File: src/design/evad_pkg.sv
// ----------------------------------------------------------------------------
// evad_pkg
// types, widths and register codes shared by the voice activity detector
// ----------------------------------------------------------------------------
`default_nettype none

package evad_pkg;

   // field widths
   localparam int RAW_W      = 32;
   localparam int TIME_W     = 32;
   localparam int PCM_W      = 16;
   localparam int PCM_SHIFT  = 14;
   localparam int LEVEL_W    = 16;
   // square of a pcm magnitude (up to 2^30)
   localparam int SQ_W       = 2 * (PCM_W - 1) + 1;
   // square root operand and remainder widths
   localparam int OPD_W      = 2 * LEVEL_W;
   localparam int SQ_REM_W   = LEVEL_W + 2;
   localparam int SQ_T_W     = LEVEL_W + 4;

   // chunk size default
   localparam int CHUNK_MAX_DEF = 1024;

   // configuration port
   localparam int CSR_IDX_W  = 2;
   localparam int CSR_DATA_W = 32;

   localparam logic [CSR_IDX_W-1:0] REG_LEVEL_THRESHOLD = 2'd0;
   localparam logic [CSR_IDX_W-1:0] REG_SILENCE_HOLD_MS = 2'd1;
   localparam logic [CSR_IDX_W-1:0] REG_MAX_SPEECH_MS   = 2'd2;

   localparam logic [LEVEL_W-1:0] LEVEL_THRESHOLD_RST = 16'd500;
   localparam logic [TIME_W-1:0]  SILENCE_HOLD_RST    = 32'd1500;
   localparam logic [TIME_W-1:0]  MAX_SPEECH_RST      = 32'd10000;

   // input beat
   typedef struct packed {
      logic signed [RAW_W-1:0] raw_sample;
      logic                    chunk_end;
      logic [TIME_W-1:0]       now_ms;
   } req_type;

   // result beat
   typedef struct packed {
      logic signed [PCM_W-1:0] pcm_sample;
      logic                    chunk_done;
      logic [LEVEL_W-1:0]      level;
      logic                    recording_now;
      logic                    send_chunk;
      logic                    speech_started;
      logic                    speech_ended;
   } rsp_type;

   // accumulator controls
   typedef struct packed {
      logic take;
      logic add;
   } acc_ctl_type;

   // decision controls
   typedef struct packed {
      logic take;
      logic commit;
      logic done;
   } dec_ctl_type;

   // decision results
   typedef struct packed {
      logic recording_now;
      logic send_chunk;
      logic speech_started;
      logic speech_ended;
   } dec_stat_type;

endpackage

`default_nettype wire

File: src/design/energy_voice_activity_detector_unit.sv
// Path: a mid-chunk beat goes from ST_ACCUM to ST_OUT and rsp_valid rises on the load; a closing
//    beat also passes ST_ROOT between them (ACC_W = 31 + log2 CHUNK_MAX).
// Flow: one beat at a time; the input reopens once ST_OUT loads the result, which rsp_stall
//    can hold back (a closing beat first takes ACC_W divide and 16 square root steps).
// Reset: synchronous, active high; clears the chunk sums, the recording state
//    and the sequencers, and loads the registers with their defaults.
// ----------------------------------------------------------------------------
// energy_voice_activity_detector_unit
// energy based voice activity detector: pcm out, per-chunk level and decision
// ----------------------------------------------------------------------------
`default_nettype none

module energy_voice_activity_detector_unit #(
   parameter int CHUNK_MAX = evad_pkg::CHUNK_MAX_DEF
) (
   input  logic                              clock,
   input  logic                              reset,
   input  logic                              req_valid,
   output logic                              req_stall,
   input  evad_pkg::req_type                 req_data,
   output logic                              rsp_valid,
   input  logic                              rsp_stall,
   output evad_pkg::rsp_type                 rsp_data,
   input  logic                              csr_we,
   input  logic [evad_pkg::CSR_IDX_W-1:0]    csr_index,
   input  logic [evad_pkg::CSR_DATA_W-1:0]   csr_wdata
);
   import evad_pkg::*;

   localparam int ACC_W = SQ_W + $clog2(CHUNK_MAX);
   localparam int CNT_W = $clog2(CHUNK_MAX + 1);

   typedef enum logic [3:0] {
      ST_IDLE  = 4'b0001,
      ST_ACCUM = 4'b0010,
      ST_ROOT  = 4'b0100,
      ST_OUT   = 4'b1000
   } state_type;

   state_type          state_ff, state_in;
   logic               done_ff, done_in;
   logic               rsp_valid_ff, rsp_valid_in;
   rsp_type            rsp_data_ff, rsp_data_in;

   logic               accept, load;
   acc_ctl_type        acc_ctl;
   dec_ctl_type        dec_ctl;
   dec_stat_type       dec_stat;
   logic [PCM_W-1:0]   pcm;
   logic [ACC_W-1:0]   acc_sum;
   logic [CNT_W-1:0]   cnt_sum;
   logic               close;
   logic               root_done;
   logic [LEVEL_W-1:0] root;

   assign req_stall = (state_ff != ST_IDLE);
   assign accept    = req_valid && !req_stall;
   assign load      = (state_ff == ST_OUT) && (!rsp_valid_ff || !rsp_stall);

   // unit controls
   always_comb begin
      acc_ctl.take   = accept;
      acc_ctl.add    = (state_ff == ST_ACCUM);
      dec_ctl.take   = accept;
      dec_ctl.commit = load;
      dec_ctl.done   = done_ff;
   end

   evad_accum #(
      .CHUNK_MAX (CHUNK_MAX),
      .ACC_W     (ACC_W),
      .CNT_W     (CNT_W)
   ) u_accum (
      .clock     (clock),
      .reset     (reset),
      .ctl       (acc_ctl),
      .raw       (req_data.raw_sample),
      .chunk_end (req_data.chunk_end),
      .pcm       (pcm),
      .acc_sum   (acc_sum),
      .cnt_sum   (cnt_sum),
      .close     (close)
   );

   evad_root_seq #(
      .ACC_W (ACC_W),
      .CNT_W (CNT_W)
   ) u_root (
      .clock    (clock),
      .reset    (reset),
      .start    ((state_ff == ST_ACCUM) && close),
      .dividend (acc_sum),
      .divisor  (cnt_sum),
      .done     (root_done),
      .root     (root)
   );

   evad_decide u_decide (
      .clock     (clock),
      .reset     (reset),
      .ctl       (dec_ctl),
      .now       (req_data.now_ms),
      .level     (root),
      .csr_we    (csr_we),
      .csr_index (csr_index),
      .csr_wdata (csr_wdata),
      .stat      (dec_stat)
   );

   // beat sequencer
   always_comb begin
      state_in = state_ff;
      done_in  = done_ff;
      case (state_ff)
         ST_IDLE: begin
            if (accept) begin
               state_in = ST_ACCUM;
            end
         end
         ST_ACCUM: begin
            done_in  = close;
            state_in = close ? ST_ROOT : ST_OUT;
         end
         ST_ROOT: begin
            if (root_done) begin
               state_in = ST_OUT;
            end
         end
         ST_OUT: begin
            if (load) begin
               state_in = ST_IDLE;
            end
         end
         default: begin
            state_in = ST_IDLE;
         end
      endcase
   end

   // result register
   always_comb begin
      rsp_data_in                = rsp_data_ff;
      rsp_valid_in               = rsp_valid_ff && rsp_stall;
      if (load) begin
         rsp_valid_in               = 1'b1;
         rsp_data_in.pcm_sample     = pcm;
         rsp_data_in.chunk_done     = done_ff;
         rsp_data_in.level          = done_ff ? root : '0;
         rsp_data_in.recording_now  = dec_stat.recording_now;
         rsp_data_in.send_chunk     = dec_stat.send_chunk;
         rsp_data_in.speech_started = dec_stat.speech_started;
         rsp_data_in.speech_ended   = dec_stat.speech_ended;
      end
   end

   always_ff @(posedge clock) begin
      if (reset) begin
         state_ff     <= ST_IDLE;
         done_ff      <= 1'b0;
         rsp_valid_ff <= 1'b0;
      end else begin
         state_ff     <= state_in;
         done_ff      <= done_in;
         rsp_valid_ff <= rsp_valid_in;
      end
   end

   always_ff @(posedge clock) begin
      rsp_data_ff <= rsp_data_in;
   end

   assign rsp_valid = rsp_valid_ff;
   assign rsp_data  = rsp_data_ff;

endmodule

`default_nettype wire

File: src/design/evad_accum.sv
// ----------------------------------------------------------------------------
// evad_accum
// pcm conversion, registered square and chunk energy accumulation
// ----------------------------------------------------------------------------
`default_nettype none

module evad_accum #(
   parameter int CHUNK_MAX = 1024,
   parameter int ACC_W     = 41,
   parameter int CNT_W     = 11
) (
   input  logic                          clock,
   input  logic                          reset,
   input  evad_pkg::acc_ctl_type         ctl,
   input  logic [evad_pkg::RAW_W-1:0]    raw,
   input  logic                          chunk_end,
   output logic [evad_pkg::PCM_W-1:0]    pcm,
   output logic [ACC_W-1:0]              acc_sum,
   output logic [CNT_W-1:0]              cnt_sum,
   output logic                          close
);
   import evad_pkg::*;

   logic [PCM_W-1:0]     pcm_w;
   logic [PCM_W:0]       mag;
   logic [2*PCM_W+1:0]   prod;

   logic [PCM_W-1:0]     pcm_ff, pcm_in;
   logic [SQ_W-1:0]      sq_ff, sq_in;
   logic                 end_ff, end_in;
   logic [ACC_W-1:0]     acc_ff, acc_in;
   logic [CNT_W-1:0]     cnt_ff, cnt_in;

   // pcm word and its magnitude
   always_comb begin
      pcm_w = raw[PCM_SHIFT +: PCM_W];
      mag   = pcm_w[PCM_W-1] ? ((~{1'b1, pcm_w}) + 1'b1) : {1'b0, pcm_w};
      prod  = mag * mag;
   end

   // sample capture
   always_comb begin
      pcm_in = pcm_ff;
      sq_in  = sq_ff;
      end_in = end_ff;
      if (ctl.take) begin
         pcm_in = pcm_w;
         sq_in  = prod[SQ_W-1:0];
         end_in = chunk_end;
      end
   end

   // running sums
   always_comb begin
      acc_sum = acc_ff + ACC_W'(sq_ff);
      cnt_sum = cnt_ff + 1'b1;
      close   = end_ff || (cnt_sum >= CNT_W'(CHUNK_MAX));
   end

   always_comb begin
      acc_in = acc_ff;
      cnt_in = cnt_ff;
      if (ctl.add) begin
         acc_in = close ? '0 : acc_sum;
         cnt_in = close ? '0 : cnt_sum;
      end
   end

   // payload registers
   always_ff @(posedge clock) begin
      pcm_ff <= pcm_in;
      sq_ff  <= sq_in;
      end_ff <= end_in;
   end

   // chunk state
   always_ff @(posedge clock) begin
      if (reset) begin
         acc_ff <= '0;
         cnt_ff <= '0;
      end else begin
         acc_ff <= acc_in;
         cnt_ff <= cnt_in;
      end
   end

   assign pcm = pcm_ff;

endmodule

`default_nettype wire

File: src/design/evad_root_seq.sv
// ----------------------------------------------------------------------------
// evad_root_seq
// mean and level: restoring divide then digit square root on one subtractor
// ----------------------------------------------------------------------------
`default_nettype none

module evad_root_seq #(
   parameter int ACC_W = 41,
   parameter int CNT_W = 11
) (
   input  logic                          clock,
   input  logic                          reset,
   input  logic                          start,
   input  logic [ACC_W-1:0]              dividend,
   input  logic [CNT_W-1:0]              divisor,
   output logic                          done,
   output logic [evad_pkg::LEVEL_W-1:0]  root
);
   import evad_pkg::*;

   localparam int ITER_W = $clog2(ACC_W + 1);
   localparam int SUB_W  = (CNT_W + 1 > SQ_T_W) ? CNT_W + 1 : SQ_T_W;
   localparam logic [ITER_W-1:0] DIV_LAST  = ITER_W'(ACC_W - 1);
   localparam logic [ITER_W-1:0] SQRT_LAST = ITER_W'(LEVEL_W - 1);

   typedef enum logic [2:0] {
      PH_IDLE = 3'b001,
      PH_DIV  = 3'b010,
      PH_SQRT = 3'b100
   } phase_type;

   phase_type              phase_ff, phase_in;
   logic [ITER_W-1:0]      iter_ff, iter_in;
   logic [ACC_W-1:0]       quo_ff, quo_in;
   logic [CNT_W-1:0]       div_ff, div_in;
   logic [CNT_W-1:0]       drem_ff, drem_in;
   logic [OPD_W-1:0]       rad_ff, rad_in;
   logic [SQ_REM_W-1:0]    srem_ff, srem_in;
   logic [LEVEL_W-1:0]     root_ff, root_in;

   logic [SUB_W-1:0]       sub_a, sub_b;
   logic [SUB_W:0]         sub_diff;
   logic                   sub_ge;

   // shared subtract and compare
   always_comb begin
      if (phase_ff == PH_SQRT) begin
         sub_a = SUB_W'({srem_ff, rad_ff[OPD_W-1 -: 2]});
         sub_b = SUB_W'({root_ff, 2'b01});
      end else begin
         sub_a = SUB_W'({drem_ff, quo_ff[ACC_W-1]});
         sub_b = SUB_W'(div_ff);
      end
      sub_diff = {1'b0, sub_a} - {1'b0, sub_b};
      sub_ge   = !sub_diff[SUB_W];
   end

   // sequencer
   always_comb begin
      phase_in = phase_ff;
      iter_in  = iter_ff;
      quo_in   = quo_ff;
      div_in   = div_ff;
      drem_in  = drem_ff;
      rad_in   = rad_ff;
      srem_in  = srem_ff;
      root_in  = root_ff;
      case (phase_ff)
         PH_IDLE: begin
            if (start) begin
               phase_in = PH_DIV;
               iter_in  = '0;
               quo_in   = dividend;
               div_in   = divisor;
               drem_in  = '0;
            end
         end
         PH_DIV: begin
            // one quotient bit per cycle
            quo_in  = {quo_ff[ACC_W-2:0], sub_ge};
            drem_in = sub_ge ? sub_diff[CNT_W-1:0] : sub_a[CNT_W-1:0];
            iter_in = iter_ff + 1'b1;
            if (iter_ff == DIV_LAST) begin
               phase_in = PH_SQRT;
               iter_in  = '0;
               rad_in   = quo_in[OPD_W-1:0];
               srem_in  = '0;
               root_in  = '0;
            end
         end
         PH_SQRT: begin
            // one root bit per cycle, two radicand bits consumed
            root_in = {root_ff[LEVEL_W-2:0], sub_ge};
            srem_in = sub_ge ? sub_diff[SQ_REM_W-1:0] : sub_a[SQ_REM_W-1:0];
            rad_in  = {rad_ff[OPD_W-3:0], 2'b00};
            iter_in = iter_ff + 1'b1;
            if (iter_ff == SQRT_LAST) begin
               phase_in = PH_IDLE;
               iter_in  = '0;
            end
         end
         default: begin
            phase_in = PH_IDLE;
            iter_in  = '0;
         end
      endcase
   end

   always_ff @(posedge clock) begin
      if (reset) begin
         phase_ff <= PH_IDLE;
         iter_ff  <= '0;
      end else begin
         phase_ff <= phase_in;
         iter_ff  <= iter_in;
      end
   end

   // datapath registers
   always_ff @(posedge clock) begin
      quo_ff  <= quo_in;
      div_ff  <= div_in;
      drem_ff <= drem_in;
      rad_ff  <= rad_in;
      srem_ff <= srem_in;
      root_ff <= root_in;
   end

   assign done = (phase_ff == PH_SQRT) && (iter_ff == SQRT_LAST);
   assign root = root_ff;

endmodule

`default_nettype wire

File: src/design/evad_decide.sv
// ----------------------------------------------------------------------------
// evad_decide
// configuration registers and the recording decision per closed chunk
// ----------------------------------------------------------------------------
`default_nettype none

module evad_decide (
   input  logic                              clock,
   input  logic                              reset,
   input  evad_pkg::dec_ctl_type             ctl,
   input  logic [evad_pkg::TIME_W-1:0]       now,
   input  logic [evad_pkg::LEVEL_W-1:0]      level,
   input  logic                              csr_we,
   input  logic [evad_pkg::CSR_IDX_W-1:0]    csr_index,
   input  logic [evad_pkg::CSR_DATA_W-1:0]   csr_wdata,
   output evad_pkg::dec_stat_type            stat
);
   import evad_pkg::*;

   logic [LEVEL_W-1:0] thr_ff, thr_in;
   logic [TIME_W-1:0]  hold_ff, hold_in;
   logic [TIME_W-1:0]  max_ff, max_in;
   logic [TIME_W-1:0]  now_ff, now_in;
   logic               rec_ff, rec_in;
   logic [TIME_W-1:0]  start_ff, start_in;
   logic [TIME_W-1:0]  last_ff, last_in;

   logic               voice, rec_on, started, send, ended;
   logic [TIME_W-1:0]  start_t, last_t, speech, silence;

   // register writes
   always_comb begin
      thr_in  = thr_ff;
      hold_in = hold_ff;
      max_in  = max_ff;
      if (csr_we) begin
         case (csr_index)
            REG_LEVEL_THRESHOLD: thr_in  = csr_wdata[LEVEL_W-1:0];
            REG_SILENCE_HOLD_MS: hold_in = csr_wdata[TIME_W-1:0];
            REG_MAX_SPEECH_MS:   max_in  = csr_wdata[TIME_W-1:0];
            default: ;
         endcase
      end
   end

   assign now_in = ctl.take ? now : now_ff;

   // decision for the closed chunk
   always_comb begin
      voice   = ctl.done && (level > thr_ff);
      started = voice && !rec_ff;
      rec_on  = rec_ff || voice;
      start_t = started ? now_ff : start_ff;
      last_t  = voice ? now_ff : last_ff;
      speech  = now_ff - start_t;
      silence = now_ff - last_t;
      send    = ctl.done && rec_on;
      ended   = send && ((silence > hold_ff) || (speech > max_ff));
      rec_in  = ctl.done ? (rec_on && !ended) : rec_ff;
   end

   assign start_in = start_t;
   assign last_in  = last_t;

   always_ff @(posedge clock) begin
      if (reset) begin
         thr_ff   <= LEVEL_THRESHOLD_RST;
         hold_ff  <= SILENCE_HOLD_RST;
         max_ff   <= MAX_SPEECH_RST;
         rec_ff   <= 1'b0;
         start_ff <= '0;
         last_ff  <= '0;
      end else begin
         thr_ff  <= thr_in;
         hold_ff <= hold_in;
         max_ff  <= max_in;
         if (ctl.commit) begin
            rec_ff   <= rec_in;
            start_ff <= start_in;
            last_ff  <= last_in;
         end
      end
   end

   // time stamp of the beat at work
   always_ff @(posedge clock) begin
      now_ff <= now_in;
   end

   always_comb begin
      stat.recording_now  = rec_in;
      stat.send_chunk     = send;
      stat.speech_started = started;
      stat.speech_ended   = ended;
   end

endmodule

`default_nettype wire

File: config.mk
export PLATFORM = sky130hd
export DESIGN_NAME = energy_voice_activity_detector_unit
export DESIGN_NICKNAME = d
export VERILOG_FILES = /design/src/design/evad_pkg.sv /design/src/design/energy_voice_activity_detector_unit.sv /design/src/design/evad_accum.sv /design/src/design/evad_root_seq.sv /design/src/design/evad_decide.sv
export SDC_FILE = /design/constraint.sdc
export NUM_CORES = 2
export LEC_CHECK = 0
export BUFFER_PORTS_ARGS = -buffer_cell sky130_fd_sc_hd__buf_2
export CORE_MARGIN = 2
export CORE_UTILIZATION = 31
export DETAILED_ROUTE_END_ITERATION = 8
export PLACE_DENSITY = 0.55
export SLEW_MARGIN = 10
export SYNTH_ARGS = -nofsm -noshare
export SYNTH_HDL_FRONTEND = slang
export SYNTH_SLANG_ARGS = --single-unit
File: constraint.sdc
create_clock -name clock -period 8.7 [get_ports clock]
set_input_delay 1.305 -clock clock [delete_from_list [all_inputs] [get_ports clock]]
set_output_delay 1.305 -clock clock [all_outputs]
set_load 0.005 [all_outputs]
==> metrics.txt <==
CP max FO 6; logic gate share of total power 0.631; die area 0.1082 sq mm; Max stage delay cell, worst path sky130_fd_sc_hd__or4_1; Synth-to-Final Area Change 13.79%; initial standard-cell utilization of the core 0.3119; Peak Freq 124.2 MHz; maximum clock insertion buffer count 3; largest area contributor in the synthesized netlist sky130_fd_sc_hd__edfxtp_1; area inside the core boundary 0.1050 sq mm; height of the die 329.0 um; leakage power of the design 15.62 nW; number of sinks on the clock net 456; total count of hold-check failures in the final report 0; H-tree depth 2; # diodes 0; synth unique cells 84; fraction of the yosys area taken by sequential cells 0.3534; CP Capture Point u_accum.sq_ff[30]; post-route clock skew 0.06665 ns; flop-to-flop setup slack 0.82 ns; Arrival @ worst endpoint 8.38 ns; origin of the worst setup path req_data[56]; Buffers on Ports 126; Crit path top cell by count sky130_fd_sc_hd__fa_1; register bit count reported by yosys 456; wire length of the first global-routing pass 131200 um; clk_lat worst skew 0.64 ns; number of iterations in the first detailed-routing pass 5; launch point of the worst reg-to-reg path u_root.root[15]; share of the cycle needed by the critical path after routing 0.9258; antenna violations before repair 2; post-CTS clock slew at the launch and capture registers of the worst setup and hold paths 0.06 ns; number of buffers created by CTS 51; fin. max-slew vios 0; biggest area contributors in the synthesized netlist sky130_fd_sc_hd__edfxtp_1 (22%), sky130_fd_sc_hd__dfxtp_1 (13%), sky130_fd_sc_hd__fa_1 (12%); total via count in the routed design 24654; final setup TNS 0 ns; antenna-violating nets left 0; Remaining Overflow, GRT 0; synthesized instance count 3535; Pint 8.268 mW; buffer and inverter count on the worst path 7; count of fill cells added during filler insertion 10672; Setup Fix Bufs, Post-CTS 0; category of cells accounting for the largest share of critical-path delay adder cells; worst min-delay path category flip-flop to flip-flop; Startpoint Class input port; CTS tree done; nature of the critical path endpoint flip-flop; Worst-Margin Slew 1.057 ns; CTS Hold Bufs 0; sequential share of power 0.206; worst reg2reg path endpoint rsp_data[3]; result of the run complete, no violations; row count 119; Post-CTS Resized 0; CTS root buf sky130_fd_sc_hd__clkbuf_16; async set-reset flop share out of synthesis 0; Pwr Density 374.8 mW/mm^2; worst reg-to-reg path cell count 27; number of setup violations in the final report 0; finished layout cell area 0.03726 sq mm; GRT Total Usage 0.1497; share of final-layout standard cells stronger than drive strength 1 0.09227; Routability Congestion 0.8689; switching power as a share of total power 0.4080; maximum capacitance violations 0; horizontal die dimension 329.0 um; count of pins on the block boundary 143; vias in the first global route 24153; worst ir drop on vdd 0.0007810 V; number of warnings issued by yosys 0; number of gates on the worst path with buffers counted 25; fraction of power consumed by the clock network 0.162; net switching power figure 5.698 mW; Layout Nets 4292; post-DP HPWL 61280 um; netlist area before placement 0.03275 sq mm; Post-synth top flop sky130_fd_sc_hd__edfxtp_1; Crit Path Class input port to flip-flop; RSZ-0062 raised after global routing no; Vias per Instance 4.796; Detailed Route Iter0 Violations 1512; routed len/inst 15.83 um; Worst slew margin 0.2945; post-detailed-placement cell area 0.03552 sq mm; Crit path largest cell delay 0.55 ns; pin count of the biggest net entering global routing 84; count of flip-flops with a built-in enable after synthesis 244; final critical path time including I/O delays and setup 8.054 ns; Total Wirelength 81400 um; number of design rule violations left after detail routing 0; worst path required time 9.02 ns; average cell area after synthesis 9.263 sq um; top-area cell type share of the netlist area 0.2238
[through the flow]
stage / total power [mW] / cells / setup WS, ns / util / hold WS (ns)
floorplan: 9.296 / 3567 / 0.05910 / - / 0.4003
finish: 13.97 / 5141 / 0.6457 / 0.3550 / 0.4205
global placement: 11.69 / 5046 / 0.05289 / 0.3383 / 0.4011
CTS: 14.12 / 5141 / 0.6582 / 0.3550 / 0.4191
detailed placement: 11.80 / 5046 / 0.03149 / 0.3383 / 0.4188
global route: 15.43 / 5141 / 0.05843 / 0.3550 / 0.4244
[worst register-to-register path: stages, from the launching register on]
cell	delay, ns
sky130_fd_sc_hd__edfxtp_1	0.47
sky130_fd_sc_hd__ha_1	0.34
sky130_fd_sc_hd__nand4_1	0.16
sky130_fd_sc_hd__or4_4	0.59
sky130_fd_sc_hd__a21oi_2	0.21
sky130_fd_sc_hd__nor3_1	0.10
sky130_fd_sc_hd__nor2_4	0.24
sky130_fd_sc_hd__buf_4	0.33
sky130_fd_sc_hd__buf_4	0.36
sky130_fd_sc_hd__mux2i_1	0.31
sky130_fd_sc_hd__ha_1	0.25
sky130_fd_sc_hd__and3_1	0.20
sky130_fd_sc_hd__nand3_1	0.15
sky130_fd_sc_hd__nor4_1	0.60
sky130_fd_sc_hd__o21ai_0	0.34
sky130_fd_sc_hd__a21o_1	0.26
sky130_fd_sc_hd__o21ai_0	0.16
sky130_fd_sc_hd__nor2_1	0.07
sky130_fd_sc_hd__xnor2_1	0.12
sky130_fd_sc_hd__ha_1	0.29
sky130_fd_sc_hd__a21o_1	0.16
sky130_fd_sc_hd__a21oi_1	0.13
sky130_fd_sc_hd__o21ai_0	0.10
sky130_fd_sc_hd__a21o_1	0.20
sky130_fd_sc_hd__a211oi_1	0.61
sky130_fd_sc_hd__a32oi_1	0.26
sky130_fd_sc_hd__nor3_1	0.49
sky130_fd_sc_hd__a22o_1	0.26
[area by class of cell]
type,instances,area [sq um],share of cell area
well taps,1391,1740,0.04671
repair buffers,224,1373,0.03684
clock inverters,25,305.3,0.008194
multi-input cells,2590,19380,0.5202
clock buffers,70,1439,0.03862
inverters,385,1448,0.03885
flip-flops and latches,456,11570,0.3106
[cell families (layout without fill, tap and decap cells)]
logic type,after synthesis,in the layout,synth area share
other,2,34,0.0002293
muxes,73,73,0.02235
DFF,456,456,0.3534
xor gates and xnor gates,159,159,0.04253
buffers and inverters,521,704,0.05999
adders and majority gates,480,480,0.2281
AOI/OAI and AO/OA,727,727,0.1417
and+or+nand+nor,1117,1117,0.1517
[flip-flops by register name (all words and copies together) (netlist names), 3 cells and up]
register / count
u_decide.max_ff: 32
u_decide.hold_ff: 32
rsp_data: 37
u_root.rad_ff: 32
u_decide.now_ff: 32
u_root.div_ff: 11
u_root.phase_ff: 3
u_root.srem_ff: 18
u_accum.acc_ff: 41
state_ff: 4
u_root.iter_ff: 6
u_root.root: 16
u_decide.last_ff: 32
u_decide.start_ff: 32
u_decide.thr_ff: 16
u_accum.cnt_ff: 11
u_root.quo_ff: 41
u_accum.pcm: 15
u_accum.sq_ff: 30
u_root.drem_ff: 11
[routing by layer]
metal  vias to the layer above  GRT usage  part of all wire
met5                         -          0           0.00033
met4                         4    0.02899             0.015
met3                        82    0.01867             0.040
met2                       381     0.2426              0.45
met1                     11736     0.2144              0.50
li1                      12451          -                 -
[cells in the final DEF, fill, tap and decap left out, types with 52 or more instances in the layout]
cell type,synthesis,layout
sky130_fd_sc_hd__a211oi_1,72,72
sky130_fd_sc_hd__a21o_1,85,85
sky130_fd_sc_hd__a21oi_1,242,241
sky130_fd_sc_hd__buf_2,5,125
sky130_fd_sc_hd__buf_4,0,98
sky130_fd_sc_hd__clkbuf_16,0,52
sky130_fd_sc_hd__dfxtp_1,212,212
sky130_fd_sc_hd__edfxtp_1,244,244
sky130_fd_sc_hd__fa_1,195,195
sky130_fd_sc_hd__ha_1,285,285
sky130_fd_sc_hd__inv_1,376,376
sky130_fd_sc_hd__mux2i_1,72,72
sky130_fd_sc_hd__nand2_1,505,503
sky130_fd_sc_hd__nand3_1,64,64
sky130_fd_sc_hd__nor2_1,275,273
sky130_fd_sc_hd__o21ai_0,139,138
sky130_fd_sc_hd__xnor2_1,96,96
sky130_fd_sc_hd__xor2_1,63,63
[Yosys cell counts, drive strengths merged, types with 51 or more instances]
master / n
ha: 285
a21o: 85
nor2: 275
nand3: 64
mux2i: 72
clkbuf: 121
fa: 195
a211oi: 72
xor2: 63
and3: 51
nand2: 505
o21ai: 143
a21oi: 244
edfxtp: 244
xnor2: 96
inv: 379
dfxtp: 212
[power by group through the flow]
stage / sequential [mW] / clock [mW] / combinational [mW]
6_report: 2.88 / 2.27 / 8.82
5_1_grt: 2.89 / 2.41 / 10.1
4_1_cts: 2.88 / 2.34 / 8.90
3_5_place_dp: 2.93 / 0 / 8.87
3_3_place_gp: 2.93 / 0 / 8.76
2_1_floorplan: 2.89 / 0 / 6.40
[how the worst min path moves through the flow]
stage,startpoint,end,slack [ns],depth (start not counted)
after floorplan,u_accum.pcm[1],rsp_data[22],0.40,0
after global placement,u_accum.pcm[15],rsp_data[36],0.40,0
after detailed placement,u_accum.pcm[7],rsp_data[28],0.42,0
after CTS,u_accum.pcm[2],rsp_data[23],0.42,0
after global routing,u_accum.pcm[2],rsp_data[23],0.42,0
final,u_accum.pcm[2],rsp_data[23],0.42,0
Power figures use the tool's default switching activity.
